### config.mk
export PLATFORM = sky130hd
export DESIGN_NAME = csdb_apb_regs
export DESIGN_NICKNAME = d
export VERILOG_FILES = /design/src/assert_macros.svh /design/src/csdb_pkg.sv /design/src/csdb_apb_regs.sv
export SDC_FILE = /design/constraint.sdc
export NUM_CORES = 1
export LEC_CHECK = 0
export BUFFER_PORTS_ARGS = -buffer_cell sky130_fd_sc_hd__buf_2
export CAP_MARGIN = 20
export CELL_PAD_IN_SITES_DETAIL_PLACEMENT = 0
export CELL_PAD_IN_SITES_GLOBAL_PLACEMENT = 1
export CORE_ASPECT_RATIO = 1.4
export CORE_MARGIN = 5
export CORE_UTILIZATION = 33
export CTS_CLUSTER_DIAMETER = 60
export CTS_CLUSTER_SIZE = 16
export DETAILED_ROUTE_END_ITERATION = 10
export GPL_TIMING_DRIVEN = 1
export HOLD_SLACK_MARGIN = 0.06
export PLACE_DENSITY_LB_ADDON = 0.05
export REMOVE_ABC_BUFFERS = 1
export SYNTH_ARGS = -nofsm -noshare
export SYNTH_HDL_FRONTEND = slang
export SYNTH_SLANG_ARGS = --single-unit
export TNS_END_PERCENT = 10
### constraint.sdc
create_clock -name aclk -period 1.54 [get_ports aclk]
set_input_delay 0.154 -clock aclk [delete_from_list [all_inputs] [get_ports aclk]]
set_output_delay 0.154 -clock aclk [all_outputs]
set_load 0.05 [all_outputs]
### src/assert_macros.svh
// Assertion macros shared by the RTL of the character screen diff unit.
// Bodies assume a clock named aclk and an active-low reset named aresetn.
`ifndef ASSERT_MACROS_SVH
`define ASSERT_MACROS_SVH

// Same-cycle implication, disabled during reset.
`define CSDB_ASSERT_IMPL(label, ante, cons) \
    label: assert property (@(posedge aclk) disable iff (!aresetn) (ante) |-> (cons)) \
        else $error("csdb assertion failed");

// Next-cycle implication, disabled during reset.
`define CSDB_ASSERT_NEXT(label, ante, cons) \
    label: assert property (@(posedge aclk) disable iff (!aresetn) (ante) |=> (cons)) \
        else $error("csdb assertion failed");

`endif

### src/csdb_pkg.sv
// Package of the character screen diff unit: sizes, codes, item and control types.
// No dependencies; csdb_store, csdb_apb_regs, csdb_ctrl and the top level import it.
`timescale 1ns / 1ps

package csdb_pkg;

    localparam int MAX_ROWS  = 32;
    localparam int MAX_COLS  = 32;
    localparam int ROW_W     = $clog2(MAX_ROWS);
    localparam int COL_W     = $clog2(MAX_COLS);
    localparam int ADDR_W    = ROW_W + COL_W;
    localparam int MEM_DEPTH = 1 << ADDR_W;
    localparam int USE_W     = 6;

    localparam logic [7:0] SPACE_BYTE = 8'h20;
    localparam logic [7:0] RST_COLOR  = 8'd7;

    typedef struct packed {
        logic [7:0] color;
        logic [7:0] chr;
    } cell_t;

    localparam int CELL_W = $bits(cell_t);

    typedef enum logic [1:0] {
        KIND_WRITE   = 2'd0,
        KIND_REFRESH = 2'd1,
        KIND_SWAP    = 2'd2
    } kind_t;

    typedef enum logic [2:0] {
        REG_ROW_OFFSET    = 3'd0,
        REG_COL_OFFSET    = 3'd1,
        REG_ROWS_IN_USE   = 3'd2,
        REG_COLS_IN_USE   = 3'd3,
        REG_DEFAULT_COLOR = 3'd4
    } reg_idx_t;

    typedef enum logic [3:0] {
        ST_INIT,
        ST_IDLE,
        ST_CLEAR,
        ST_RD_A,
        ST_RD_B,
        ST_CAP_B,
        ST_EMIT_A,
        ST_EMIT_B,
        ST_END
    } state_t;

    typedef struct packed {
        logic [7:0]       row_offset;
        logic [7:0]       col_offset;
        logic [USE_W-1:0] rows_in_use;
        logic [USE_W-1:0] cols_in_use;
        logic [7:0]       default_color;
    } cfg_t;

    typedef struct packed {
        logic [1:0] kind;
        logic [4:0] row;
        logic [4:0] col;
        logic [7:0] chr;
        logic [7:0] color;
    } in_item_t;

    typedef struct packed {
        logic       is_end;
        logic [8:0] screen_row;
        logic [8:0] screen_col;
        logic [7:0] first_byte;
        logic [7:0] second_byte;
        logic       has_second;
        logic [7:0] out_color;
        logic       last;
    } out_item_t;

    typedef struct packed {
        logic              cur_buf;
        logic [ADDR_W-1:0] rd_addr;
        logic              wr_cur;
        logic              wr_both;
        logic [ADDR_W-1:0] wr_addr;
        cell_t             wr_data;
    } store_req_t;

    typedef struct packed {
        cell_t cur_data;
        cell_t oth_data;
    } store_rsp_t;

    // A cell is output when the other buffer holds byte 0 or the two differ.
    function automatic logic cell_dirty(cell_t cur, cell_t oth);
        return (oth.chr == 8'd0) || (cur != oth);
    endfunction

endpackage

### src/csdb_apb_regs.sv
// APB configuration registers of the character screen diff unit.
// Depends on csdb_pkg.
`timescale 1ns / 1ps

module csdb_apb_regs (
    input  logic         aclk,
    input  logic         aresetn,
    input  logic         psel,
    input  logic         penable,
    input  logic         pwrite,
    input  logic [4:0]   paddr,
    input  logic [31:0]  pwdata,
    output logic [31:0]  prdata,
    output logic         pready,
    output csdb_pkg::cfg_t cfg
);
    import csdb_pkg::*;

    cfg_t     cfg_reg;
    reg_idx_t idx;
    logic     wr_en;

    assign pready = 1'b1;
    assign idx    = reg_idx_t'(paddr[4:2]);
    assign wr_en  = psel && penable && pwrite;

    always_ff @(posedge aclk) begin
        if (!aresetn) begin
            cfg_reg.row_offset    <= 8'd0;
            cfg_reg.col_offset    <= 8'd0;
            cfg_reg.rows_in_use   <= USE_W'(MAX_ROWS);
            cfg_reg.cols_in_use   <= USE_W'(MAX_COLS);
            cfg_reg.default_color <= RST_COLOR;
        end else if (wr_en) begin
            case (idx)
                REG_ROW_OFFSET:    cfg_reg.row_offset    <= pwdata[7:0];
                REG_COL_OFFSET:    cfg_reg.col_offset    <= pwdata[7:0];
                REG_ROWS_IN_USE:   cfg_reg.rows_in_use   <= pwdata[USE_W-1:0];
                REG_COLS_IN_USE:   cfg_reg.cols_in_use   <= pwdata[USE_W-1:0];
                REG_DEFAULT_COLOR: cfg_reg.default_color <= pwdata[7:0];
                default: ;
            endcase
        end
    end

    always_comb begin
        case (idx)
            REG_ROW_OFFSET:    prdata = {24'd0, cfg_reg.row_offset};
            REG_COL_OFFSET:    prdata = {24'd0, cfg_reg.col_offset};
            REG_ROWS_IN_USE:   prdata = {{(32-USE_W){1'b0}}, cfg_reg.rows_in_use};
            REG_COLS_IN_USE:   prdata = {{(32-USE_W){1'b0}}, cfg_reg.cols_in_use};
            REG_DEFAULT_COLOR: prdata = {24'd0, cfg_reg.default_color};
            default:           prdata = 32'd0;
        endcase
    end

    assign cfg = cfg_reg;

endmodule

# [Yosys cells after proc, flatten, opt, wreduce, memory -nomap -nowiden]
# Index checks and enable logic that the tools add are counted.
[op_classes] n_bitwise=0 magnitude_cmp=0 n_eq_ne=4 mul=0 div_mod_pow=0 shift=0 mux=1 n_reduce_logical=8 add_sub_neg=0
[ops] cell="8-bit one-hot mux with 5 select lines" n=1
[ops] cell="2-bit AND reduction" n=5
[ops] cell="3-bit by 2-bit == test with 1-bit output, second input constant" n=2
[ops] cell="3-bit by 1-bit == test with 1-bit output, second input constant" n=1
[ops] cell="3-bit == test, second input constant" n=1
[ops] cell="3-bit logical NOT" n=1
[ops] cell="1-bit logical AND" n=2
[totals] register_bits=36 input_bits=42 word_cells=18 latch_bits=0 ram_bits=0 output_inout_bits=69 romBits=0 n_memories=0

# [Depth between registers and ports, before layout]
[depth] ltp_word=3 ltp_mapped=5 ltp_nobuf=3

# [Worst setup path after synthesis]
# Ideal clock, no wire load.
[synth_timing] path_type="flip-flop to output port" startpoint="register cfg_reg, in the netlist cfg[13]" endpoint="output prdata[5]" stages_incl_launch_ff=4 arrival_time_ps=1736 required_time_ps=1386 path_slack_ps=-350 path_cell_list="dfxtp_1 mux2_2 a22oi_1 o22ai_1"
[synth_via] elab_chain_cells=1
[synth_lines] item="start: declaration" line_no="csdb_apb_regs.sv:19" rtl="cfg_t cfg_reg;"
[synth_lines] item="8-bit one-hot mux with 5 select lines" line_no="csdb_apb_regs.sv:47" rtl="case (idx)"
[synth_lines] item="end: declaration" line_no="csdb_apb_regs.sv:13" rtl="output logic [31:0] prdata,"
# Every way passes these cells.

# [Worst setup path in the final report]
[layout_timing] startpoint="register cfg_reg, in the netlist cfg[15]" endpoint="output prdata[1]"
# Same word-level chain as after synthesis.

==> flow_summary.ini <==
[power_and_ir_drop]
p_leak_nw = 1.05
max-vdd-ir-drop_mv = 0.312
p_per_area_mw_per_mm2 = 804
finalPower_mw = 1.94

[synthesis]
yosysWarningCount = 0
synth-seq-cells = 36
ys_seq_area_share_pct = 37.6
yosysTopAreaCellShare_pct = 37.6
yosysUniqueCellTypes = 25
syn_area_per_cell_um2 = 9.43
synth_area_leaders = dfxtp_1 38%, mux2i_1 20%, buf_4 11%
syn_inst = 203
netlist_area_mm2 = 0.00191
yosysTopAreaCell = dfxtp_1

[setup_path]
critPathRequiredTime_ns = 1.39
arrival_ns = 1.32
critPathMaxFanout = 3
worstSetupPathType = flip-flop to output port
end_kind = output port
crit_path_start_kind = flip-flop

[clock_tree]
cts_tree = built
cts_sinks = 36
cts_made_buffers = 5
htreeDepth = 2
cts-root-buf = clkbuf_8
clock_latency_ns = 0.28
cts_setup_buffers = 0
ctsLongestPathBuffers = 2
clk_pin_slew_worst_paths_ns = 0.07

[global_route]
grt_pass1_vias = 1543
antenna_found_initial = 0
grt_pass1_wl_mm = 8.18
grt_max_degree = 49
grt_overflow_total = 0
grt_util_all_layers_pct = 14.5

[timing]
fin_crit_sh_pct = 95.9
fin_ws_ns = 0.0625
max_freq_ghz = 0.677
finalWorstPathRequiredPeriod_ns = 1.48
drv_slew = 0
setup_tns_ns = 0
rsz0062_at_grt = yes
hold_viol = 0
skew_ns = 0
setup_violations = 0

[drt]
drt_iter0_drc = 92
vias_per_cell = 4.68
dr.pass1.iters = 4
wl_per_cell_um = 15.2
ant_nets = 0
drt_wl_total_mm = 5.13
drc = 0
vias = 1576

[floorplanning]
ioPinCount = 111
core_mm2 = 0.00557
fp.dieH_um = 100
initial_utilization_pct = 34.4
die_w_um = 74.4
rows = 32
die_area_mm2 = 0.00745

[finish]
largest_reg_flops = 36
nNetsFinal = 311
instances_no_fill = 337
num_antenna_cells = 0
layout-drive-gt1-share_pct = 37.2
syn2layout_area_growth_pct = 26.4

[placement]
dp.cells = 330
gp_congestion = 0.732
pre_cts_ws_ns = -0.00692
detailed_place_hpwl_mm = 3.85
portBuffers = 59

[min_path]
hold_class = input pin to flip-flop

[run]
drv_cap = 0

[status]
status = finished clean
## final timing paths
check	startpoint	cells past startpoint	slack, ns	end
setup / recovery	cfg[15]	4	0.06	prdata[1]
hold / removal	pwdata[0]	3	0.14	cfg[0]
setup reg to reg	cfg[15]	2	0.90	cfg[15]
hold reg to reg	cfg[12]	2	0.46	cfg[12]
## synthesized netlist by cell type
cell type	number
nor2_1	3
nand4b_4	1
buf_6	1
nor3_4	3
nor3b_1	1
dfxtp_1	36
nor2_4	1
buf_2	1
a21oi_1	1
and3_1	1
mux2_2	6
a31oi_1	1
nand4_1	1
o22ai_1	6
clkbuf_1	8
and2b_1	1
nor2b_1	10
a22oi_1	10
buf_4	27
inv_1	1
conb_1	2
and3b_1	1
mux2i_1	38
a2bb2oi_1	2
nand2_1	40
## critical path: stages, from the launching register on
cell and delay (ns):
dfxtp_1 0.37, and3b_1 0.17, a31oi_1 0.04, o22ai_1 0.17, buf_2 0.29
## layout by cell type (no fill, tap or decap)
cell type  instances
a2bb2oi_1          2
nand4b_4           1
nor2b_1           10
a22oi_2            3
nand2_1           40
conb_1            25
dfxtp_2            2
buf_2             54
buf_12             3
inv_1              1
buf_6              3
clkbuf_8           5
clkbuf_1           1
and3_1             1
buf_4             13
clkinv_2           1
nor3b_2            1
a21oi_1            1
dfxtp_1           34
mux2i_1           38
a22oi_1            7
a31oi_1            1
nand4_1            1
and2b_1            1
nor2_4             1
mux2_2             6
nor2_1             2
nor2_2             1
nor3_4             3
and3b_1            1
o22ai_1            3
o22ai_2            3
## cell type report
| cell class | count | area (um2) |
|---|---|---|
| timing repair buffer | 73 | 462 |
| clock inverter | 1 | 5.00 |
| tap | 68 | 85.1 |
| fill | 576 | 3150 |
| inverter | 1 | 3.75 |
| clock buffer | 6 | 72.6 |
| sequential | 36 | 723 |
| multi-input combinational | 152 | 1070 |
## through the flow
stage | cell area (um2) | util, % | hold slack (ns)
after floorplan | 1750 | - | 0.302
after CTS | 2360 | 42.4 | 0.131
after global placement | 2280 | 41.0 | 0.431
after detailed placement | 2280 | 41.0 | 0.434
final | 2420 | 43.5 | 0.141
after global routing | 2420 | 43.5 | 0.147
## timing repair
action,4_1_cts,5_1_grt
gates resized for setup,0,22
setup endpoints to repair,0,5
hold buffers,0,0
## cell families (layout without fill, tap and decap cells)
kind of cell    Yosys count  in the layout  synth area share [%]
simple gates             63             63                  18.0
buf+inv                  38             81                  13.2
flops                    36             36                  37.6
compound gates           20             20                  7.39
other cells               2             25                 0.392
mux                      44             44                  23.4
## report_power, final
part | internal (mW) | total (mW) | switching (mW)
registers | 0.937 | 0.943 | 0.00534
clock network | 0.308 | 0.635 | 0.327
logic | 0.0833 | 0.367 | 0.284
total | 1.33 | 1.94 | 0.616
## routing by layer
metal / vias up / track usage, % / share of wire, %
met5: - / 0 / 0
met4: 0 / 5.34 / 1.6
met3: 6 / 4.01 / 6.6
met2: 49 / 23.2 / 51
met1: 745 / 18.4 / 41
li1: 776 / - / -
Note: power is estimated with default switching activity, not from simulation.
