[config.mk]
export PLATFORM = sky130hd
export DESIGN_NAME = csdb_ctrl
export DESIGN_NICKNAME = d
export VERILOG_FILES = /design/src/csdb_pkg.sv /design/src/csdb_ctrl.sv
export VERILOG_INCLUDE_DIRS = /design/src /design/src/src
export SDC_FILE = /design/constraint.sdc
export NUM_CORES = 1
export LEC_CHECK = 0
export BUFFER_PORTS_ARGS = -buffer_cell sky130_fd_sc_hd__buf_2
export CAP_MARGIN = 15
export CELL_PAD_IN_SITES_DETAIL_PLACEMENT = 2
export CELL_PAD_IN_SITES_GLOBAL_PLACEMENT = 2
export CORE_MARGIN = 2
export CORE_UTILIZATION = 31
export CTS_CLUSTER_DIAMETER = 200
export DETAILED_ROUTE_END_ITERATION = 7
export PLACE_DENSITY_LB_ADDON = 0.1
export SLEW_MARGIN = 20
export SYNTH_ARGS = -nofsm -noshare
export SYNTH_HDL_FRONTEND = slang
export SYNTH_SLANG_ARGS = --single-unit
[constraint.sdc]
create_clock -name aclk -period 4.3 [get_ports aclk]
set_input_delay 0.43 -clock aclk [delete_from_list [all_inputs] [get_ports aclk]]
set_output_delay 0.43 -clock aclk [all_outputs]
set_load 0.01 [all_outputs]
[src/assert_macros.svh]
// Assertion macros shared by the RTL of the character screen diff unit.
// Bodies assume a clock named aclk and an active-low reset named aresetn.
`ifndef ASSERT_MACROS_SVH
`define ASSERT_MACROS_SVH

// Same-cycle implication, disabled during reset.
`define CSDB_ASSERT_IMPL(label, ante, cons) \
    label: assert property (@(posedge aclk) disable iff (!aresetn) (ante) |-> (cons)) \
        else $error("csdb assertion failed");

// Next-cycle implication, disabled during reset.
`define CSDB_ASSERT_NEXT(label, ante, cons) \
    label: assert property (@(posedge aclk) disable iff (!aresetn) (ante) |=> (cons)) \
        else $error("csdb assertion failed");

`endif

[src/csdb_pkg.sv]
// Package of the character screen diff unit: sizes, codes, item and control types.
// No dependencies; csdb_store, csdb_apb_regs, csdb_ctrl and the top level import it.
`timescale 1ns / 1ps

package csdb_pkg;

    localparam int MAX_ROWS  = 32;
    localparam int MAX_COLS  = 32;
    localparam int ROW_W     = $clog2(MAX_ROWS);
    localparam int COL_W     = $clog2(MAX_COLS);
    localparam int ADDR_W    = ROW_W + COL_W;
    localparam int MEM_DEPTH = 1 << ADDR_W;
    localparam int USE_W     = 6;

    localparam logic [7:0] SPACE_BYTE = 8'h20;
    localparam logic [7:0] RST_COLOR  = 8'd7;

    typedef struct packed {
        logic [7:0] color;
        logic [7:0] chr;
    } cell_t;

    localparam int CELL_W = $bits(cell_t);

    typedef enum logic [1:0] {
        KIND_WRITE   = 2'd0,
        KIND_REFRESH = 2'd1,
        KIND_SWAP    = 2'd2
    } kind_t;

    typedef enum logic [2:0] {
        REG_ROW_OFFSET    = 3'd0,
        REG_COL_OFFSET    = 3'd1,
        REG_ROWS_IN_USE   = 3'd2,
        REG_COLS_IN_USE   = 3'd3,
        REG_DEFAULT_COLOR = 3'd4
    } reg_idx_t;

    typedef enum logic [3:0] {
        ST_INIT,
        ST_IDLE,
        ST_CLEAR,
        ST_RD_A,
        ST_RD_B,
        ST_CAP_B,
        ST_EMIT_A,
        ST_EMIT_B,
        ST_END
    } state_t;

    typedef struct packed {
        logic [7:0]       row_offset;
        logic [7:0]       col_offset;
        logic [USE_W-1:0] rows_in_use;
        logic [USE_W-1:0] cols_in_use;
        logic [7:0]       default_color;
    } cfg_t;

    typedef struct packed {
        logic [1:0] kind;
        logic [4:0] row;
        logic [4:0] col;
        logic [7:0] chr;
        logic [7:0] color;
    } in_item_t;

    typedef struct packed {
        logic       is_end;
        logic [8:0] screen_row;
        logic [8:0] screen_col;
        logic [7:0] first_byte;
        logic [7:0] second_byte;
        logic       has_second;
        logic [7:0] out_color;
        logic       last;
    } out_item_t;

    typedef struct packed {
        logic              cur_buf;
        logic [ADDR_W-1:0] rd_addr;
        logic              wr_cur;
        logic              wr_both;
        logic [ADDR_W-1:0] wr_addr;
        cell_t             wr_data;
    } store_req_t;

    typedef struct packed {
        cell_t cur_data;
        cell_t oth_data;
    } store_rsp_t;

    // A cell is output when the other buffer holds byte 0 or the two differ.
    function automatic logic cell_dirty(cell_t cur, cell_t oth);
        return (oth.chr == 8'd0) || (cur != oth);
    endfunction

endpackage

[src/csdb_ctrl.sv]
// Sequencer of the character screen diff unit: init sweep, writes, row scan, swap clear,
// and the result register. Depends on csdb_pkg and assert_macros.svh.
`timescale 1ns / 1ps
`include "assert_macros.svh"

module csdb_ctrl (
    input  logic                  aclk,
    input  logic                  aresetn,
    input  csdb_pkg::cfg_t        cfg,
    input  logic                  s_valid,
    output logic                  s_ready,
    input  csdb_pkg::in_item_t    in_item,
    output logic                  m_valid,
    input  logic                  m_ready,
    output csdb_pkg::out_item_t   m_item,
    output csdb_pkg::store_req_t  req,
    input  csdb_pkg::store_rsp_t  rsp
);
    import csdb_pkg::*;

    state_t            state_reg, state_next;
    logic [ROW_W-1:0]  row_reg, row_next;
    logic [COL_W-1:0]  col_reg, col_next;
    logic              cur_buf_reg, cur_buf_next;
    logic [8:0]        srow_reg, srow_next;
    cell_t             a_cur_reg, a_cur_next, a_oth_reg, a_oth_next;
    cell_t             b_cur_reg, b_cur_next, b_oth_reg, b_oth_next;
    logic              has_b_reg, has_b_next;
    logic              m_valid_reg, m_valid_next;
    out_item_t         m_data_reg, m_data_next;

    logic [USE_W-1:0]  nrows, ncols;
    logic              out_free;
    logic              pair, need;
    logic              load;
    out_item_t         item;

    assign nrows = (cfg.rows_in_use > USE_W'(MAX_ROWS)) ? USE_W'(MAX_ROWS) : cfg.rows_in_use;
    assign ncols = (cfg.cols_in_use > USE_W'(MAX_COLS)) ? USE_W'(MAX_COLS) : cfg.cols_in_use;
    assign out_free = !m_valid_reg || m_ready;

    always_ff @(posedge aclk) begin
        if (!aresetn) begin
            state_reg   <= ST_INIT;
            row_reg     <= '0;
            col_reg     <= '0;
            cur_buf_reg <= 1'b0;
            m_valid_reg <= 1'b0;
        end else begin
            state_reg   <= state_next;
            row_reg     <= row_next;
            col_reg     <= col_next;
            cur_buf_reg <= cur_buf_next;
            m_valid_reg <= m_valid_next;
        end
    end

    always_ff @(posedge aclk) begin
        srow_reg   <= srow_next;
        a_cur_reg  <= a_cur_next;
        a_oth_reg  <= a_oth_next;
        b_cur_reg  <= b_cur_next;
        b_oth_reg  <= b_oth_next;
        has_b_reg  <= has_b_next;
        m_data_reg <= m_data_next;
    end

    always_comb begin
        state_next   = state_reg;
        row_next     = row_reg;
        col_next     = col_reg;
        cur_buf_next = cur_buf_reg;
        srow_next    = srow_reg;
        a_cur_next   = a_cur_reg;
        a_oth_next   = a_oth_reg;
        b_cur_next   = b_cur_reg;
        b_oth_next   = b_oth_reg;
        has_b_next   = has_b_reg;
        s_ready      = 1'b0;
        load         = 1'b0;
        item         = '0;
        pair         = 1'b0;
        need         = 1'b0;
        req          = '0;
        req.cur_buf  = cur_buf_reg;
        req.rd_addr  = {row_reg, col_reg};

        case (state_reg)
            ST_INIT: begin
                // sweep both banks to byte 0 in the reset color
                req.wr_both = 1'b1;
                req.wr_addr = {row_reg, col_reg};
                req.wr_data = '{color: RST_COLOR, chr: 8'd0};
                {row_next, col_next} = ADDR_W'({row_reg, col_reg}) + ADDR_W'(1);
                if (&{row_reg, col_reg}) begin
                    state_next = ST_IDLE;
                end
            end
            ST_IDLE: begin
                s_ready = 1'b1;
                if (s_valid) begin
                    case (kind_t'(in_item.kind))
                        KIND_WRITE: begin
                            if (USE_W'(in_item.row) < nrows && USE_W'(in_item.col) < ncols) begin
                                req.wr_cur  = 1'b1;
                                req.wr_addr = {ROW_W'(in_item.row), COL_W'(in_item.col)};
                                req.wr_data = '{color: in_item.color, chr: in_item.chr};
                            end
                        end
                        KIND_REFRESH: begin
                            srow_next = 9'(in_item.row) + 9'(cfg.row_offset);
                            row_next  = ROW_W'(in_item.row);
                            col_next  = '0;
                            if (USE_W'(in_item.row) < nrows && ncols != '0) begin
                                state_next = ST_RD_A;
                            end else begin
                                state_next = ST_END;
                            end
                        end
                        KIND_SWAP: begin
                            cur_buf_next = !cur_buf_reg;
                            row_next     = '0;
                            col_next     = '0;
                            if (nrows != '0 && ncols != '0) begin
                                state_next = ST_CLEAR;
                            end
                        end
                        default: ;
                    endcase
                end
            end
            ST_CLEAR: begin
                req.wr_cur  = 1'b1;
                req.wr_addr = {row_reg, col_reg};
                req.wr_data = '{color: cfg.default_color, chr: SPACE_BYTE};
                if (USE_W'(col_reg) + USE_W'(1) == ncols) begin
                    col_next = '0;
                    if (USE_W'(row_reg) + USE_W'(1) == nrows) begin
                        state_next = ST_IDLE;
                    end else begin
                        row_next = row_reg + ROW_W'(1);
                    end
                end else begin
                    col_next = col_reg + COL_W'(1);
                end
            end
            ST_RD_A: begin
                state_next = ST_RD_B;
            end
            ST_RD_B: begin
                // capture the even column, fetch its right neighbor if in use
                a_cur_next  = rsp.cur_data;
                a_oth_next  = rsp.oth_data;
                req.rd_addr = {row_reg, col_reg + COL_W'(1)};
                has_b_next  = (USE_W'(col_reg) + USE_W'(1)) < ncols;
                state_next  = has_b_next ? ST_CAP_B : ST_EMIT_A;
            end
            ST_CAP_B: begin
                b_cur_next = rsp.cur_data;
                b_oth_next = rsp.oth_data;
                state_next = ST_EMIT_A;
            end
            ST_EMIT_A: begin
                pair = has_b_reg && a_cur_reg.chr[7] && b_cur_reg.chr[7];
                need = cell_dirty(a_cur_reg, a_oth_reg) ||
                       (pair && cell_dirty(b_cur_reg, b_oth_reg));
                if (!need || out_free) begin
                    if (need) begin
                        load             = 1'b1;
                        item.screen_row  = srow_reg;
                        item.screen_col  = 9'(col_reg) + 9'(cfg.col_offset);
                        item.first_byte  = a_cur_reg.chr;
                        item.second_byte = pair ? b_cur_reg.chr : 8'd0;
                        item.has_second  = pair;
                        item.out_color   = a_cur_reg.color;
                        if (pair) begin
                            // trailing cell takes the other buffer's value
                            req.wr_cur  = 1'b1;
                            req.wr_addr = {row_reg, col_reg + COL_W'(1)};
                            req.wr_data = b_oth_reg;
                            b_cur_next  = b_oth_reg;
                        end
                    end
                    state_next = has_b_reg ? ST_EMIT_B : ST_END;
                end
            end
            ST_EMIT_B: begin
                need = cell_dirty(b_cur_reg, b_oth_reg);
                if (!need || out_free) begin
                    if (need) begin
                        load            = 1'b1;
                        item.screen_row = srow_reg;
                        item.screen_col = 9'(col_reg) + 9'(cfg.col_offset) + 9'd1;
                        item.first_byte = b_cur_reg.chr;
                        item.out_color  = b_cur_reg.color;
                    end
                    if (USE_W'(col_reg) + USE_W'(2) < ncols) begin
                        col_next   = col_reg + COL_W'(2);
                        state_next = ST_RD_A;
                    end else begin
                        state_next = ST_END;
                    end
                end
            end
            ST_END: begin
                if (out_free) begin
                    load            = 1'b1;
                    item.is_end     = 1'b1;
                    item.screen_row = srow_reg;
                    item.last       = 1'b1;
                    state_next      = ST_IDLE;
                end
            end
            default: begin
                state_next = ST_IDLE;
            end
        endcase

        if (load) begin
            m_valid_next = 1'b1;
            m_data_next  = item;
        end else begin
            m_valid_next = m_valid_reg && !m_ready;
            m_data_next  = m_data_reg;
        end
    end

    assign m_valid = m_valid_reg;
    assign m_item  = m_data_reg;

    // leaving the end state always leaves the row end marker in the result register
    `CSDB_ASSERT_NEXT(a_end_loaded, (state_reg == ST_END && state_next == ST_IDLE), (m_valid_reg && m_data_reg.last && m_data_reg.is_end))
    // the pair write-back hits the odd trailing column only
    `CSDB_ASSERT_IMPL(a_pair_wr_odd, (state_reg == ST_EMIT_A && req.wr_cur), (req.wr_addr[0] == 1'b1))
    // the buffer select holds for the whole row scan
    `CSDB_ASSERT_NEXT(a_buf_stable, (state_reg == ST_RD_A || state_reg == ST_RD_B || state_reg == ST_CAP_B || state_reg == ST_EMIT_A || state_reg == ST_EMIT_B || state_reg == ST_END), $stable(cur_buf_reg))

endmodule

* Word level (Yosys, flattened, before mapping)
Cells that the tools add are included.
W data, S select, Z words.
** Word-level totals
- Output and inout bits :: 86
- Bits in registers :: 135
** Cells by class
- Equal/unequal tests :: 28
- Add/subtract/negate cells :: 10
- Reductions and logical operators :: 37
- Multiplexer cells :: 66
- $lt $le $gt $ge :: 6
** Operators by type and width (number)
- $mux W26 :: 8
- $pmux W26 S4 :: 1
- $mux W43 :: 2
- $mux W16 :: 3
- $mux W5 :: 9
- $mux W4 :: 11
- $pmux W4 S9 :: 1
- $pmux W17 S2 :: 1
- $ne A16 B16 Y1 :: 2
- $pmux W16 S2 :: 1
- $pmux W9 S3 :: 1
- $mux W8 :: 3
- $ne A2 B2 Y1 const B :: 12
- $pmux W5 S4 :: 1
- $add A5 B8 Y9 :: 2
- $eq A4 B3 Y1 const B :: 4
- $logic_not A8 Y1 :: 2
- $pmux W8 S2 :: 1
- $pmux W5 S3 :: 1
- $mux W1 :: 14
- $add A5 B1 Y6 const B :: 2
- $eq A6 B6 Y1 :: 2
- $gt A6 B6 Y1 const B :: 2
- $lt A5 B6 Y1 :: 2
- other kinds (34) :: 59

* Logic depth before layout (Yosys ltp)
- Depth after elaboration :: 9
- Gate-level depth with buffers :: 13
- Gate-level depth less buffers :: 12

* Worst setup path before layout
OpenSTA, ideal clock, no wires.
- Path type :: reg2out
- From :: register state_reg[2]
- To :: output req[31] (netlist name)
- Required time :: 3870 ps
- Arrival time :: 3996 ps
- Setup slack :: -126 ps
- Stages on the path, launching flop included :: 6
- Buffers on the path :: 1
- Path through :: dfxtp_1 -> clkbuf_1 -> nand2b_1 -> nor3_1 -> nand3_1 -> xnor2_1
** RTL lines
- start: declaration :: line csdb_ctrl.sv:21 : state_t state_reg, state_next;
- start signal: assignment :: line csdb_ctrl.sv:50 : state_reg <= state_next;
- end: declaration :: line csdb_ctrl.sv:16 : output csdb_pkg::store_req_t req,

* Worst setup path in the final report
- From :: register col_reg[2]
- To :: register state_reg[0]
** Between the ends
- Cells in the longest elaborated chain, start to end :: 5
** Ends and longest elaborated chain
- start: declaration :: line csdb_ctrl.sv:23 : logic [COL_W-1:0] col_reg, col_next;
- start signal: assignment :: line csdb_ctrl.sv:52 : col_reg <= col_next;
- $add A5 B2 Y6 :: line csdb_ctrl.sv:197 : if (USE_W'(col_reg) + USE_W'(2) < ncols) begin
- $lt A6 B6 Y1 :: line csdb_ctrl.sv:197
- $mux W4 :: line csdb_ctrl.sv:197
- $mux W4 :: line csdb_ctrl.sv:189 : if (!need || out_free) begin
- $pmux W4 S9 :: line csdb_ctrl.sv:88 : case (state_reg)
Several ways; a longest one is shown, not always the timed one. The select of a mux whose other input is x is not followed.
A chain may end at the register's enable or synchronous reset.

==> key figures <==
Outcome
  – Run status: finished clean

Logic synthesis
  – Syn_area_per_cell: 11.1 um2
  – Xor and xnor area share after synthesis: 7.29%
  – Synth area leader: edfxtp_1
  – Async SR Flop Fraction: 0%
  – Post-synth EDFFs: 118
  – Synth top area cells: edfxtp_1 (46%), ha_1 (6.0%), xor2_1 (4.5%), dfxtp_1 (4.2%), a22o_1 (3.3%)
  – Synth top area share: 46.3%
  – Post-synth top flop: edfxtp_1
  – Mapped cell area: 7660 um2
  – Largest family of logic cells by synthesized area: compound AO/OA/AOI/OAI gates
  – Post-synthesis mux area share: 3.01%
  – Post-synth net total: 828
  – Synth Instances: 689
  – Post-synthesis register bit count: 134
  – Warnings from Yosys: 0
  – Compound-gate portion of the synthesized area: 15.3%
  – Synth Area in Adders: 6.57%
  – Post-synthesis sequential area ratio: 50.5%
  – Netlist cell types: 66
  – Simple-gate share of the synthesized area: 14.0%

Clock tree
  – Clock buffer depth: 2
  – Worst skew pair latency: 0.44 ns
  – CTS tree: yes
  – H-Tree Depth: 4
  – Clk slew on worst S/H paths: 0.07 ns
  – Clock root buffer: clkbuf_16
  – CTS Buf Count: 17
  – Clock Sinks: 134

Global route
  – Vias in the first global route: 6837
  – Pin count of the biggest net entering global routing: 35
  – GRT Total Usage: 20.2%
  – Gr ovfl total: 0
  – Initial antenna violation count: 1
  – First-pass GRT wire length: 40200 um

Drt
  – Initial DRC Count: 336
  – # DRC: 0
  – DR vias: 6313
  – Vias per inst: 5.21
  – Post-route ant nets: 0
  – Pre-antenna DRT Iters: 5
  – WL final: 25900 um
  – Routed wire per std cell: 21.4 um

Worst setup path
  – CP Capture Point: state_reg[0]
  – Crit. path cell count: 12
  – Arrival @ worst endpoint: 4.27 ns
  – CP max FO: 10
  – Slowest cell on crit path: or4b_1
  – CP required: 4.62 ns
  – Flop2flop setup slack: 0.35 ns
  – Worst setup startpoint: col_reg[2]
  – Worst r2r path cells: 12
  – Crit Reg-Reg Endpoint: state_reg[0]
  – Buffers & Inverters on Critical Path: 0
  – Crit path largest cell delay: 0.53 ns
  – Crit-path cells: ha_1 -> nand2_1 -> and2_1 -> or2_2 -> ha_1 -> nand4_1 -> o21ai_0 -> a21boi_1 -> o21ai_0 -> or4b_1 -> or3_1 -> o211a_1
  – Delay-heaviest family, CP: simple AND/OR/NAND/NOR gates
  – Startpoint Class: flip-flop
  – Crit. End Element: flip-flop
  – Crit path kind: flip-flop to flip-flop
  – Reg-to-Reg Start: col_reg[2]

Power
  – Clock power share: 46.8%
  – Psw: 838 uW
  – Pwr Density: 327 nW/um2
  – LEAKAGE: 3.75 nW
  – Share of power burned in registers: 45.2%
  – Internal Dissipation: 2.30 mW
  – Worst VDD drop: 0.000166 V
  – Sw Ratio: 26.7%
  – Combinational share of power: 8.0%

Min path
  – Hold path cells: 1
  – Worst min path class: primary input to flip-flop

Floorplan
  – Die Wd: 161 um
  – Die ar.: 26000 um2
  – Core area: 24300 um2
  – # rows: 57
  – Starting Density: 31.5%
  – Die Height: 161 um
  – I/O pin count: 186

Final layout
  – Area Overhead vs Synth: 25.2%
  – Layout cells sized above 1: 29.7%
  – Layout Nets: 1012
  – Final std cells w/o fill: 1211
  – Fillers: 2621
  – Max FFs per register: 44

Placement
  – Placed instance count: 1178
  – Buffers on Ports: 185
  – Final HPWL DP: 20000 um
  – Gp weighted congestion: 0.792

Timing
  – Max-slew violations: 0
  – Worst rel slew slack: 32.0%
  – Hold Fails Final Rpt: 0
  – RSZ-0062 raised after global routing: no
  – Tmin final: 3.95 ns
  – Worst slew pin tran: 1.02 ns
  – Fmax: 253 MHz
  – Final setup fails: 0
  – Setup_tns: 0 ns
  – Worst clock skew: 0.0103 ns
  – Crit share post-route: 91.9%

Flow run
  – Max-cap check violation count: 0
worst min-delay path by stage:
stage	from	end	slack, ns
6_report	rsp[9]	b_oth_reg[9]	0.18
5_1_grt	rsp[10]	a_oth_reg[10]	0.17
4_1_cts	rsp[9]	b_oth_reg[9]	0.17
3_5_place_dp	srow_reg[2]	m_item[37]	0.52
3_3_place_gp	srow_reg[6]	m_item[41]	0.50
2_1_floorplan	cur_buf_reg	cur_buf_reg	0.48
per-stage QoR:
step | util (%) | hold slack (ns) | worst slack (ns) | instance area [um2] | power [mW]
floorplan | - | 0.480 | 1.11 | 7660 | 1.58
global placement | 37.0 | 0.499 | 0.716 | 9000 | 1.68
detailed placement | 37.0 | 0.515 | 0.370 | 9000 | 1.70
CTS | 39.4 | 0.168 | 0.236 | 9580 | 3.17
global route | 39.4 | 0.171 | 0.0853 | 9580 | 3.24
finish | 39.4 | 0.183 | 0.348 | 9580 | 3.13
power by group through the flow:
stage          combinational [mW]  clock (mW)  sequential (mW)
2_1_floorplan               0.137           0             1.44
3_3_place_gp                0.238           0             1.44
3_5_place_dp                0.251           0             1.45
4_1_cts                     0.253        1.50             1.42
5_1_grt                     0.281        1.55             1.42
6_report                    0.251        1.47             1.42
layout by cell type, fill, tap and decap left out, types with 6 or more instances in the layout:
cell       count
nor3_1         7
and2_1        18
nand2_1       49
xnor2_1       22
inv_8          6
o21ai_0       35
a222oi_1       6
mux2_2        16
edfxtp_1     118
a221o_1        6
inv_1         29
a21oi_1       21
a21o_1         8
nand3_1       19
nand2b_1      18
clkbuf_16     17
xor2_1        39
ha_1          37
buf_4         14
dfxtp_1       16
buf_2        185
nor2_1        37
nor2b_1        7
nor4_1        16
a22o_1        29
a211oi_1       8
layout make-up:
type	count	area, um2	area share, %
Multi-Input combinational cell	490	3580	37.4
Timing Repair Buffer	199	1030	10.8
Clock inverter	15	156	1.63
Antenna cell	1	2.50	0.0261
Tap cell	324	405	4.23
Clock buffer	17	425	4.44
Sequential cell	134	3860	40.3
Inverter	31	116	1.21
kinds of logic after synthesis:
logic type / count (synthesis)
buffers and inverters: 65
DFF: 134
AOI/OAI and AO/OA: 164
and+or+nand+nor: 204
adders and majority gates: 39
xor gates and xnor gates: 62
muxes: 21
layer usage:
layer  part of all wire, %  vias to the layer above  track usage (%)
met5                     0                        -                0
met4                   1.1                        0             5.32
met3                   3.9                       17             3.00
met2                    48                      167             33.4
met1                    47                     3174             27.7
li1                      -                     2955                -
cell usage after synthesis, types with 3 or more instances:
| library cell | n |
|---|---|
| nand2_1 | 49 |
| a21oi_1 | 22 |
| o21ai_0 | 35 |
| nor2b_1 | 7 |
| buf_2 | 6 |
| clkbuf_1 | 26 |
| nand4_1 | 4 |
| or2_2 | 4 |
| mux2i_1 | 5 |
| inv_1 | 29 |
| a211oi_1 | 9 |
| and3_1 | 5 |
| nand3_1 | 19 |
| mux2_2 | 16 |
| a21o_1 | 9 |
| ha_1 | 37 |
| a222oi_1 | 6 |
| and2_1 | 18 |
| a21boi_0 | 6 |
| a31oi_1 | 3 |
| nand2b_1 | 18 |
| nor3_1 | 8 |
| o21bai_1 | 4 |
| o22ai_1 | 5 |
| xnor2_1 | 22 |
| o211ai_1 | 5 |
| a311oi_1 | 3 |
| edfxtp_1 | 118 |
| a221o_1 | 6 |
| or3_1 | 5 |
| nor2_1 | 37 |
| nor4_1 | 16 |
| o31ai_1 | 4 |
| xor2_1 | 39 |
| a22o_1 | 29 |
| a22oi_1 | 4 |
| dfxtp_1 | 16 |
repair_timing:
item	CTS	global route
endpoints found under the setup margin	0	2
gates resized for setup	0	1
hold endpoints to repair	0	0
setup buffers	0	0
hold buffers	0	0
Note: power is estimated with default switching activity, not from simulation.
